--- src/rtl/core/svte_pkg.sv ---
// Package for the scalar value tag encoder: value type codes, control byte
// codes, queue sizing and the descriptor passed from front to back.
// No dependencies.
package svte_pkg;

  typedef enum logic [2:0] {
    CMD_UNDEF  = 3'd0,
    CMD_NULL   = 3'd1,
    CMD_BOOL   = 3'd2,
    CMD_INT    = 3'd3,
    CMD_FLOAT  = 3'd4,
    CMD_DOUBLE = 3'd5,
    CMD_UNSPEC = 3'd6,
    CMD_RSVD   = 3'd7
  } svte_cmd_e;

  localparam logic [7:0] CTRL_UNDEF     = 8'h00;
  localparam logic [7:0] CTRL_NULL      = 8'h01;
  localparam logic [7:0] CTRL_FALSE     = 8'h02;
  localparam logic [7:0] CTRL_TRUE      = 8'h03;
  localparam logic [7:0] CTRL_UNSPEC    = 8'ha0;
  localparam logic [7:0] CTRL_SMALL_INT = 8'h10;
  localparam logic [7:0] CTRL_INT8      = 8'h1d;
  localparam logic [7:0] CTRL_INT16     = 8'h1c;
  localparam logic [7:0] CTRL_INT32     = 8'h1b;
  localparam logic [7:0] CTRL_VAR_POS   = 8'h1f;
  localparam logic [7:0] CTRL_VAR_NEG   = 8'h1e;
  localparam logic [7:0] CTRL_NAN       = 8'h20;
  localparam logic [7:0] CTRL_POS_INF   = 8'h2f;
  localparam logic [7:0] CTRL_NEG_INF   = 8'h2e;
  localparam logic [7:0] CTRL_FLOAT     = 8'h2d;
  localparam logic [7:0] CTRL_DOUBLE    = 8'h2c;

  localparam int unsigned VAR_GROUPS = 10;
  localparam int unsigned EXT_W      = 7 * VAR_GROUPS;

  localparam int unsigned FIFO_DEPTH = 2;
  localparam int unsigned PTR_W      = 1;
  localparam int unsigned CNT_W      = 2;

  // One encoding job: control byte, payload and its byte count.
  typedef struct packed {
    logic [7:0]  ctrl;
    logic [63:0] payload;
    logic [3:0]  nbytes;
    logic        varint;
  } svte_desc_t;

endpackage

--- src/rtl/core/scalar_value_tag_encoder_unit.sv ---
// Top level of the scalar value tag encoder.
// Depends on svte_pkg, svte_front, svte_fifo and svte_back.
//
// Input side: drive command_i and the value fields and raise push; the
// transaction completes at a clock edge with push high and full low.
// Command 7 is dropped without output.
// Output side: while empty is low, out_byte_o and last_o show the oldest
// byte; it is taken at an edge with pop high. last_o marks the final byte of
// one value's encoding.
// Each value yields 1 to 11 bytes (11 for the longest varint), and the output
// streams one byte per cycle while the receiver pops. When the block is
// idle, a value passes through the descriptor queue and then the output
// register before its first byte shows on the output.
// A two-entry descriptor queue sits between classification and the byte
// serializer, so the input keeps taking values while bytes are streaming.
// When the receiver stalls, the output register holds its byte, the
// serializer waits, the queue fills and full rises.
// Reset empties the queue and the output register.
module scalar_value_tag_encoder_unit import svte_pkg::*; (
  input  logic        clk_i,
  input  logic        rst_ni,
  input  logic        push,
  output logic        full,
  input  logic [2:0]  command_i,
  input  logic        bool_value_i,
  input  logic [63:0] int_value_i,
  input  logic [63:0] float_bits_i,
  output logic        empty,
  input  logic        pop,
  output logic [7:0]  out_byte_o,
  output logic        last_o
);

  svte_desc_t wr_desc;
  svte_desc_t rd_desc;
  logic       wr_en;
  logic       rd_en;
  logic       fifo_empty;

  svte_front u_front (
    .push         (push),
    .fifo_full_i  (full),
    .command_i    (command_i),
    .bool_value_i (bool_value_i),
    .int_value_i  (int_value_i),
    .float_bits_i (float_bits_i),
    .wr_en_o      (wr_en),
    .desc_o       (wr_desc)
  );

  svte_fifo u_fifo (
    .clk_i     (clk_i),
    .rst_ni    (rst_ni),
    .wr_en_i   (wr_en),
    .wr_data_i (wr_desc),
    .rd_en_i   (rd_en),
    .rd_data_o (rd_desc),
    .full_o    (full),
    .empty_o   (fifo_empty)
  );

  svte_back u_back (
    .clk_i        (clk_i),
    .rst_ni       (rst_ni),
    .desc_i       (rd_desc),
    .desc_empty_i (fifo_empty),
    .desc_pop_o   (rd_en),
    .empty        (empty),
    .pop          (pop),
    .out_byte_o   (out_byte_o),
    .last_o       (last_o)
  );

endmodule

--- src/rtl/core/svte_front.sv ---
// Front part of the scalar value tag encoder: classifies an incoming value
// and builds the encoding descriptor. Depends on svte_pkg.
module svte_front import svte_pkg::*; (
  input  logic        push,
  input  logic        fifo_full_i,
  input  logic [2:0]  command_i,
  input  logic        bool_value_i,
  input  logic [63:0] int_value_i,
  input  logic [63:0] float_bits_i,
  output logic        wr_en_o,
  output svte_desc_t  desc_o
);

  logic               neg;
  logic               fits32;
  logic signed [31:0] s32;
  logic               tiny;
  logic               fits8;
  logic               fits16;
  logic               wide4;
  logic [63:0]        mag;
  logic [EXT_W-1:0]   ext;
  logic [VAR_GROUPS-1:0] grp_nz;
  logic [3:0]         grp_cnt;
  logic [31:0]        f32;
  logic               f_inf_nan;
  logic               f_mant_nz;
  logic               d_inf_nan;
  logic               d_mant_nz;
  svte_cmd_e          cmd;

  assign cmd     = svte_cmd_e'(command_i);
  assign wr_en_o = push && !fifo_full_i && (cmd != CMD_RSVD);

  assign neg    = int_value_i[63];
  assign fits32 = (int_value_i[63:32] == {32{int_value_i[31]}});
  assign s32    = $signed(int_value_i[31:0]);
  assign tiny   = !neg && (int_value_i[63:4] == 60'd0) && (int_value_i[3:0] <= 4'd10);
  assign fits8  = fits32 && (s32 >= -32'sd128) && (s32 <= 32'sd127);
  assign fits16 = fits32 && (s32 >= -32'sd32768) && (s32 <= 32'sd32767);
  assign wide4  = fits32 && ((s32 >= 32'sh0020_0000) || (s32 <= -32'sh0020_0000));
  assign mag    = neg ? (64'd0 - int_value_i) : int_value_i;
  assign ext    = {{(EXT_W-64){1'b0}}, mag};

  // The varint length is set by the highest nonzero 7-bit group.
  always_comb begin
    for (int g = 0; g < VAR_GROUPS; g++) begin
      grp_nz[g] = |ext[7*g +: 7];
    end
    grp_cnt = 4'd1;
    for (int g = 1; g < VAR_GROUPS; g++) begin
      if (grp_nz[g]) begin
        grp_cnt = 4'(g + 1);
      end
    end
  end

  assign f32       = float_bits_i[31:0];
  assign f_inf_nan = (f32[30:23] == 8'hff);
  assign f_mant_nz = |f32[22:0];
  assign d_inf_nan = (float_bits_i[62:52] == 11'h7ff);
  assign d_mant_nz = |float_bits_i[51:0];

  always_comb begin
    desc_o = '0;
    unique case (cmd)
      CMD_UNDEF:  desc_o.ctrl = CTRL_UNDEF;
      CMD_NULL:   desc_o.ctrl = CTRL_NULL;
      CMD_BOOL:   desc_o.ctrl = bool_value_i ? CTRL_TRUE : CTRL_FALSE;
      CMD_UNSPEC: desc_o.ctrl = CTRL_UNSPEC;
      CMD_INT: begin
        priority if (tiny) begin
          desc_o.ctrl = CTRL_SMALL_INT | {4'd0, int_value_i[3:0]};
        end else if (fits8) begin
          desc_o.ctrl    = CTRL_INT8;
          desc_o.payload = int_value_i;
          desc_o.nbytes  = 4'd1;
        end else if (fits16) begin
          desc_o.ctrl    = CTRL_INT16;
          desc_o.payload = int_value_i;
          desc_o.nbytes  = 4'd2;
        end else if (wide4) begin
          desc_o.ctrl    = CTRL_INT32;
          desc_o.payload = int_value_i;
          desc_o.nbytes  = 4'd4;
        end else begin
          desc_o.ctrl    = neg ? CTRL_VAR_NEG : CTRL_VAR_POS;
          desc_o.payload = mag;
          desc_o.nbytes  = grp_cnt;
          desc_o.varint  = 1'b1;
        end
      end
      CMD_FLOAT: begin
        if (f_inf_nan) begin
          desc_o.ctrl = f_mant_nz ? CTRL_NAN : (f32[31] ? CTRL_NEG_INF : CTRL_POS_INF);
        end else begin
          desc_o.ctrl    = CTRL_FLOAT;
          desc_o.payload = {32'd0, f32};
          desc_o.nbytes  = 4'd4;
        end
      end
      CMD_DOUBLE: begin
        if (d_inf_nan) begin
          desc_o.ctrl = d_mant_nz ? CTRL_NAN :
                        (float_bits_i[63] ? CTRL_NEG_INF : CTRL_POS_INF);
        end else begin
          desc_o.ctrl    = CTRL_DOUBLE;
          desc_o.payload = float_bits_i;
          desc_o.nbytes  = 4'd8;
        end
      end
      default: desc_o = '0;
    endcase
  end

endmodule

--- src/rtl/core/svte_fifo.sv ---
// Short descriptor queue between front and back of the tag encoder.
// Depends on svte_pkg.
module svte_fifo import svte_pkg::*; (
  input  logic       clk_i,
  input  logic       rst_ni,
  input  logic       wr_en_i,
  input  svte_desc_t wr_data_i,
  input  logic       rd_en_i,
  output svte_desc_t rd_data_o,
  output logic       full_o,
  output logic       empty_o
);

  svte_desc_t             mem_q [FIFO_DEPTH];
  logic [PTR_W-1:0]       wr_ptr_q, wr_ptr_d;
  logic [PTR_W-1:0]       rd_ptr_q, rd_ptr_d;
  logic [CNT_W-1:0]       cnt_q, cnt_d;

  assign full_o    = (cnt_q == CNT_W'(FIFO_DEPTH));
  assign empty_o   = (cnt_q == '0);
  assign rd_data_o = mem_q[rd_ptr_q];

  always_comb begin
    wr_ptr_d = wr_ptr_q;
    rd_ptr_d = rd_ptr_q;
    cnt_d    = cnt_q;
    if (wr_en_i) begin
      wr_ptr_d = wr_ptr_q + PTR_W'(1);
    end
    if (rd_en_i) begin
      rd_ptr_d = rd_ptr_q + PTR_W'(1);
    end
    if (wr_en_i && !rd_en_i) begin
      cnt_d = cnt_q + CNT_W'(1);
    end else if (!wr_en_i && rd_en_i) begin
      cnt_d = cnt_q - CNT_W'(1);
    end
  end

  always_ff @(posedge clk_i or negedge rst_ni) begin
    if (!rst_ni) begin
      wr_ptr_q <= '0;
      rd_ptr_q <= '0;
      cnt_q    <= '0;
    end else begin
      wr_ptr_q <= wr_ptr_d;
      rd_ptr_q <= rd_ptr_d;
      cnt_q    <= cnt_d;
    end
  end

  always_ff @(posedge clk_i) begin
    if (wr_en_i) begin
      mem_q[wr_ptr_q] <= wr_data_i;
    end
  end

endmodule

--- src/rtl/core/svte_back.sv ---
// Back part of the tag encoder: serializes one descriptor into bytes,
// control byte first, through an output register. Depends on svte_pkg.
module svte_back import svte_pkg::*; (
  input  logic       clk_i,
  input  logic       rst_ni,
  input  svte_desc_t desc_i,
  input  logic       desc_empty_i,
  output logic       desc_pop_o,
  output logic       empty,
  input  logic       pop,
  output logic [7:0] out_byte_o,
  output logic       last_o
);

  logic             busy_q, busy_d;
  logic [3:0]       idx_q, idx_d;
  logic [63:0]      payload_q, payload_d;
  logic             varint_q, varint_d;
  logic             out_valid_q, out_valid_d;
  logic [7:0]       out_byte_q, out_byte_d;
  logic             last_q, last_d;
  logic             out_ready;
  logic [3:0]       sel;
  logic [EXT_W-1:0] ext;
  logic [7:0]       pay_byte;

  assign out_ready  = !out_valid_q || pop;
  assign desc_pop_o = !busy_q && !desc_empty_i && out_ready;
  assign empty      = !out_valid_q;
  assign out_byte_o = out_byte_q;
  assign last_o     = last_q;

  // Payload bytes go out from the highest index down to index zero.
  assign sel = idx_q - 4'd1;
  assign ext = {{(EXT_W-64){1'b0}}, payload_q};
  always_comb begin
    if (varint_q) begin
      pay_byte = {(sel != 4'd0), ext[7*sel +: 7]};
    end else begin
      pay_byte = payload_q[8*sel[2:0] +: 8];
    end
  end

  always_comb begin
    busy_d      = busy_q;
    idx_d       = idx_q;
    payload_d   = payload_q;
    varint_d    = varint_q;
    out_valid_d = out_valid_q && !pop;
    out_byte_d  = out_byte_q;
    last_d      = last_q;
    if (busy_q && out_ready) begin
      out_valid_d = 1'b1;
      out_byte_d  = pay_byte;
      last_d      = (idx_q == 4'd1);
      idx_d       = idx_q - 4'd1;
      busy_d      = (idx_q != 4'd1);
    end else if (desc_pop_o) begin
      out_valid_d = 1'b1;
      out_byte_d  = desc_i.ctrl;
      last_d      = (desc_i.nbytes == 4'd0);
      idx_d       = desc_i.nbytes;
      payload_d   = desc_i.payload;
      varint_d    = desc_i.varint;
      busy_d      = (desc_i.nbytes != 4'd0);
    end
  end

  always_ff @(posedge clk_i or negedge rst_ni) begin
    if (!rst_ni) begin
      busy_q      <= 1'b0;
      out_valid_q <= 1'b0;
      idx_q       <= '0;
    end else begin
      busy_q      <= busy_d;
      out_valid_q <= out_valid_d;
      idx_q       <= idx_d;
    end
  end

  always_ff @(posedge clk_i) begin
    payload_q  <= payload_d;
    varint_q   <= varint_d;
    out_byte_q <= out_byte_d;
    last_q     <= last_d;
  end

endmodule

--- config.mk ---
export PLATFORM = sky130hd
export DESIGN_NAME = scalar_value_tag_encoder_unit
export DESIGN_NICKNAME = d
export VERILOG_FILES = /design/src/rtl/core/svte_pkg.sv /design/src/rtl/core/scalar_value_tag_encoder_unit.sv /design/src/rtl/core/svte_front.sv /design/src/rtl/core/svte_fifo.sv /design/src/rtl/core/svte_back.sv
export SDC_FILE = /design/constraint.sdc
export NUM_CORES = 1
export LEC_CHECK = 0
export ABC_AREA = 1
export BUFFER_PORTS_ARGS = -buffer_cell sky130_fd_sc_hd__buf_2
export CORE_MARGIN = 2
export CORE_UTILIZATION = 25
export DETAILED_ROUTE_END_ITERATION = 8
export GPL_TIMING_DRIVEN = 0
export SYNTH_ARGS = -nofsm -noshare
export SYNTH_HDL_FRONTEND = slang
export SYNTH_HIERARCHICAL = 1
export SYNTH_SLANG_ARGS = --single-unit
export TNS_END_PERCENT = 1
--- constraint.sdc ---
create_clock -name clk_i -period 7.35 [get_ports clk_i]
set_input_delay 1.47 -clock clk_i [delete_from_list [all_inputs] [get_ports clk_i]]
set_output_delay 1.47 -clock clk_i [all_outputs]
set_load 0.05 [all_outputs]
==> results.py, run 1 <==
metrics = {
    "run_status": {
        "outcome": "completed",
    },
    "sta": {
        "grt_setup_unrepaired": "no",
        "period_needed_ns": 4.10,
        "setup_violations": 0,
        "timing.final.crit_share_pct": 55.8,
        "final_hold_viol_count": 0,
        "max_freq_mhz": 244,
        "tightest_slew_ns": 0.940,
        "final.setup_skew_ns": 0.0114,
        "relSlewSlack_pct": 37.0,
        "tns_ns": 0,
        "slew_violations": 0,
    },
    "clock_tree": {
        "cts_sinks": 238,
        "clkSlewWorstSetupHoldPaths_ns": 0.06,
        "root_buffer": "clkbuf_16",
        "clk_latency_ns": 0.51,
        "cts_setup_buffers": 0,
        "post_cts_resized": 0,
        "cts_buffers": 24,
        "cts_tree": "built",
        "htree_levels": 1,
        "cts-hold-fix-buffers": 0,
        "clock_path_buffers": 3,
    },
    "setup_path": {
        "cp-start-kind": "input port",
        "reg2reg_slack_ns": 4.64,
        "ff2ff_path_depth": 13,
        "r2r_end": "u_back/out_byte_o[6]",
        "endpoint_kind": "flop",
        "timing.rr.start": "u_back/idx_q[0]",
        "crit_arrival_ns": 4.38,
        "path_max_fanout": 10,
        "cp.required_ns": 7.63,
        "critical_path_class": "in2reg",
    },
    "placed_design": {
        "numPortBuffers": 143,
        "hpwl_um": 44700,
        "dp_cells": 2679,
        "gp_congestion": 0.971,
    },
    "die": {
        "die_h_um": 248,
        "fp.coreArea_mm2": 0.0589,
        "initial_utilization_pct": 25.2,
        "dieArea_mm2": 0.0614,
        "die_w_um": 248,
        "io_pins": 147,
        "core.rowCount": 89,
    },
    "layout": {
        "multi_input_area_mm2": 0.00667,
        "regArea_mm2": 0.00710,
        "nNetsFinal": 2075,
        "n_antenna_cell": 0,
        "synthToLayoutAreaGrowth_pct": 17.2,
        "post-route-util_pct": 29.5,
        "final_layout_size_suffix_gt1_share_pct": 19.9,
        "fillers": 6228,
        "stdcell_count": 2721,
    },
    "power_and_ir_drop": {
        "ir_worst_vdd_mv": 0.148,
        "power_density_mw_per_mm2": 321,
        "power_mw": 5.58,
        "p_leak_nw": 7.21,
    },
    "worst_hold_path": {
        "worstHoldEndpoint": "u_fifo/cnt_q[1]",
        "holdPathStages": 2,
        "holdCritPathClass": "reg2reg",
        "hold_start": "u_fifo/cnt_q[1]",
    },
    "yosys": {
        "synth-edff-count": 228,
        "syn-cell-area_mm2": 0.0149,
        "synth_area_leaders": "edfxtp_1 46%, nand2_1 12%, nand3_1 5.9%, nor2_1 4.7%, mux2_2 4.3%",
        "synth_top_area_share_pct": 46.1,
        "yosysUniqueCellTypes": 56,
        "post-synth-top-area-cell": "edfxtp_1",
        "synthCells": 1755,
        "synthMostInstantiatedCell": "nand2_1",
        "synth_seq_area_share_pct": 47.8,
        "avgSynthCellArea_um2": 8.46,
        "syn_nets": 1898,
        "yosysWarnings": 6,
        "ys.flop_type": "edfxtp_1",
        "synth_seq_cells": 238,
        "synthTopCellsByCount": "467 x nand2_1, 228 x edfxtp_1, 187 x nor2_1",
        "async_flop_share_pct": 4.20,
    },
    "grt": {
        "grt_overflow_total": 0,
        "grt_util_met2_pct": 31.1,
        "antenna_found_initial": 2,
        "grt_max_degree": 41,
        "grt_busiest_layer": "met2",
        "grtUsageMet3_pct": 1.92,
        "met1_usage_pct": 23.1,
        "grt_pass1_wl_um": 81600,
        "track_usage_pct": 17.7,
        "grt_pass1_vias": 13244,
    },
    "detailed_routing": {
        "first_pass_iters": 5,
        "post-route-drc-count": 0,
        "drt_wl_total_um": 54900,
        "wl_per_cell_um": 20.2,
        "vias_per_cell": 4.85,
        "vias": 13198,
        "drt-initial-drc-count": 1292,
        "ant_nets": 0,
    },
    "flow_run": {
        "drv.max_cap_violation_count": 0,
    },
}
layout by cell type (no fill, tap or decap), types with 18 or more instances in the layout:
| cell | count |
|---|---|
| a21oi_1 | 32 |
| buf_2 | 174 |
| buf_6 | 18 |
| clkbuf_1 | 24 |
| clkbuf_16 | 25 |
| edfxtp_1 | 228 |
| inv_1 | 166 |
| mux2_2 | 57 |
| mux2_4 | 20 |
| nand2_1 | 467 |
| nand3_1 | 175 |
| nand4_1 | 35 |
| nor2_1 | 186 |
| nor3_1 | 28 |
| o21ai_0 | 82 |
| o21ai_1 | 22 |
| o22ai_1 | 26 |
| xor2_1 | 21 |
flip-flops by register name, indices dropped and copies added, names as in the netlist:
name and cells:
u_back/idx_q 4, u_back/last_o 1, u_fifo/mem_q 154, u_back/out_byte_o 8
u_fifo/wr_ptr_q 1, u_back/payload_q 64, u_back/varint_q 1, u_back/busy_q 1
u_back/out_valid_q 1, u_fifo/cnt_q 2, u_fifo/rd_ptr_q 1
through the flow:
| stage | setup slack [ns] | hold WS (ns) | instance area [um^2] |
|---|---|---|---|
| 3_3_place_gp | -1.35 | 0.475 | 16500 |
| 2_1_floorplan | 0.782 | 0.463 | 14900 |
| 6_report | 3.25 | 0.530 | 17400 |
| 3_5_place_dp | 2.75 | 0.527 | 16700 |
| 5_1_grt | 3.16 | 0.554 | 17400 |
| 4_1_cts | 3.27 | 0.540 | 17400 |
cell type report:
type / instances / area share, %
sequential: 238 / 40.8
multi-input combinational: 1268 / 38.3
timing repair buffer: 151 / 4.80
tap: 773 / 5.56
clock inverter: 10 / 0.467
inverter: 180 / 3.90
clock buffer: 32 / 3.75
buffer: 69 / 2.44
cell families (layout without fill, tap and decap cells):
kind of cell    after synthesis  after routing  share of synthesized area [%]
compound gates              188            188                           7.25
xor+xnor                     24             24                           1.47
fa+ha+maj                     7              7                          0.590
buf+inv                     249            442                           7.42
flops                       238            238                           47.8
mux                          77             77                           6.34
other cells                   1              1                         0.0252
simple gates                971            971                           29.1
critical path, cell delays in order:
cell	delay, ns
buf_2	0.11
inv_1	0.14
ha_1	0.23
a211oi_1	0.51
nor3_1	0.12
nand2_1	0.26
inv_1	0.13
nor2_2	0.26
clkbuf_1	0.53
o21ai_0	0.23
o22ai_1	0.36
how the worst max path moves through the flow:
stage	startpoint	to	slack, ns	cells after the start
detailed placement	int_value_i[0]	u_fifo/mem_q[0][16]	2.75	11
global placement	pop	u_back/payload_q[19]	-1.35	3
finish	int_value_i[0]	u_fifo/mem_q[0][16]	3.25	11
CTS	int_value_i[0]	u_fifo/mem_q[0][16]	3.27	11
global route	int_value_i[0]	u_fifo/mem_q[0][16]	3.16	11
floorplan	pop	u_back/payload_q[0]	0.78	2
power breakdown:
group	leakage (nW)	internal [mW]	switching, mW
clock network	0.358	0.658	0.484
logic	4.56	0.786	1.57
registers	2.29	1.95	0.131
total	7.21	3.40	2.19
layer usage:
| metal | vias up | share of wire (%) |
|---|---|---|
| met5 | - | 0.040 |
| met4 | 4 | 2.4 |
| met3 | 85 | 5.3 |
| met2 | 498 | 49 |
| met1 | 6325 | 44 |
| li1 | 6286 | - |
Note: power is estimated with default switching activity, not from simulation.
==> run 2, diff against run 1 <==
clock period = 3.3 ns   (was 7.35 ns; I/O delays follow)
==> results.py, run 2 (synthesis gave the netlist of run 1 again) <==
metrics = {
    "layout": {
        "largest_reg_flops": 154,
        "synthToLayoutAreaGrowth_pct": 17.7,
        "largest_register": "u_fifo/mem_q",
        "nNetsFinal": 2074,
        "layout_commonest_cell": "nand2_1",
        "final_layout_size_suffix_gt1_share_pct": 20.1,
        "final_cell_mix": "467 x nand2_1, 228 x edfxtp_1, 186 x nor2_1",
        "n_antenna_cell": 0,
    },
    "sta": {
        "max_freq_mhz": 299,
        "setup_violations": 2,
        "tightest_slew_ns": 0.890,
        "final.setup_skew_ns": 0.0158,
        "postLayoutSetupSlackWorst_ns": -0.0406,
        "final_hold_viol_count": 0,
        "period_needed_ns": 3.34,
        "whs_ns": 0.477,
        "relSlewSlack_pct": 40.4,
        "tns_ns": -0.0812,
        "slew_violations": 0,
        "grt_setup_unrepaired": "yes",
        "timing.final.crit_share_pct": 101,
    },
    "die": {
        "die_w_um": 248,
        "die_h_um": 248,
        "core.rowCount": 89,
        "io_pins": 147,
        "initial_utilization_pct": 25.2,
        "fp.coreArea_mm2": 0.0589,
        "dieArea_mm2": 0.0614,
    },
    "run_status": {
        "outcome": "finished with violations",
        "violations": "negative setup slack",
    },
    "power_and_ir_drop": {
        "power_mw": 12.6,
        "p_leak_nw": 7.23,
        "power_density_mw_per_mm2": 720,
        "ir_worst_vdd_mv": 0.333,
    },
    "detailed_routing": {
        "ant_nets": 0,
        "first_pass_iters": 6,
        "vias_per_cell": 4.86,
        "drt-initial-drc-count": 1230,
        "drt_wl_total_um": 55200,
        "wl_per_cell_um": 20.3,
        "highest-signal-layer": "met5",
        "vias": 13231,
        "met3_length_um": 3040,
        "wl_met1_um": 23800,
        "post-route-drc-count": 0,
        "met2RoutedLength_um": 26700,
    },
    "clock_tree": {
        "clkSlewWorstSetupHoldPaths_ns": 0.06,
        "cts_tree": "built",
        "clock_path_buffers": 3,
        "root_buffer": "clkbuf_16",
        "clk_latency_ns": 0.53,
        "htree_levels": 1,
        "cts_buffers": 24,
        "cts_sinks": 238,
    },
    "setup_path": {
        "critical_path_class": "in2reg",
        "ff2ff_path_depth": 13,
        "cp.required_ns": 3.60,
        "endpoint_kind": "flop",
        "path_max_fanout": 10,
        "crit_arrival_ns": 3.64,
        "cp-start-kind": "input port",
    },
    "grt": {
        "grt_max_degree": 63,
        "antenna_found_initial": 2,
        "grt_pass1_vias": 13099,
        "track_usage_pct": 17.8,
        "grt_overflow_total": 0,
        "grt_pass1_wl_um": 81900,
    },
    "placed_design": {
        "gp_congestion": 0.957,
        "hpwl_um": 45000,
        "numPortBuffers": 143,
    },
    "flow_run": {
        "drv.max_cap_violation_count": 0,
    },
    "worst_hold_path": {
        "holdPathStages": 3,
        "holdCritPathClass": "in2reg",
    },
}
## run 2: path summary, 6_finish.rpt
kind / startpoint / endpoint / slack (ns)
worst max-delay path: int_value_i[0] / u_fifo/mem_q[1][16] / -0.04
worst min-delay path: float_bits_i[12] / u_fifo/mem_q[0][17] / 0.48
worst max register to register: u_back/idx_q[0] / u_back/out_byte_o[7] / 0.57
worst min register to register: u_fifo/cnt_q[1] / u_fifo/cnt_q[1] / 0.52
max in group asynchronous: rst_ni / u_fifo/cnt_q[0] / 2.56
min in group asynchronous: rst_ni / u_back/idx_q[0] / 0.54
## run 2: stage by stage
step | util (%) | std cells | setup WS [ns] | cell area (um^2)
2_1_floorplan | - | 1755 | -0.142 | 14900
3_3_place_gp | 28.1 | 2671 | -1.88 | 16500
3_5_place_dp | 28.3 | 2677 | -0.497 | 16700
4_1_cts | 29.7 | 2721 | 0.0507 | 17500
5_1_grt | 29.7 | 2721 | -0.0343 | 17500
6_report | 29.7 | 2721 | -0.0406 | 17500
## run 2: report_power, final
part	leakage (nW)	switching, mW	internal (mW)
clock network	0.382	1.15	1.56
registers	2.29	0.292	4.35
logic	4.56	3.48	1.76
total	7.23	4.92	7.67
## run 2: metal layers
| layer | track usage, % | up-vias |
|---|---|---|
| met5 | 0 | - |
| met3 | 1.87 | 95 |
| met2 | 30.9 | 518 |
| li1 | - | 6298 |
| met1 | 23.4 | 6316 |
| met4 | 5.23 | 4 |
## run 2: worst max-delay path, stage by stage
cell and delay, ns:
buf_2 0.10, inv_1 0.14, ha_1 0.23, a211oi_1 0.56
nor3_1 0.17, nand2_1 0.24, inv_1 0.12, nor2_2 0.24
clkbuf_1 0.54, o21ai_0 0.26, o22ai_1 0.36
## run 2: layout make-up
cell class	instances	area, um^2
repair buffers	150	851
flip-flops and latches	238	7100
clock buffers	28	637
clock inverters	15	153
inverters	180	679
well taps	773	967
multi-input cells	1268	6680
fillers	6251	41400
plain buffers	69	425
## run 2: repair_timing
| item | CTS | global route |
|---|---|---|
| endpoints found under the hold margin | 10 | 0 |
| setup endpoints to repair | 0 | 6 |
| buffers inserted | 0 | 0 |
| hold buffers | 1 | 0 |
| gates resized for setup | 0 | 1 |
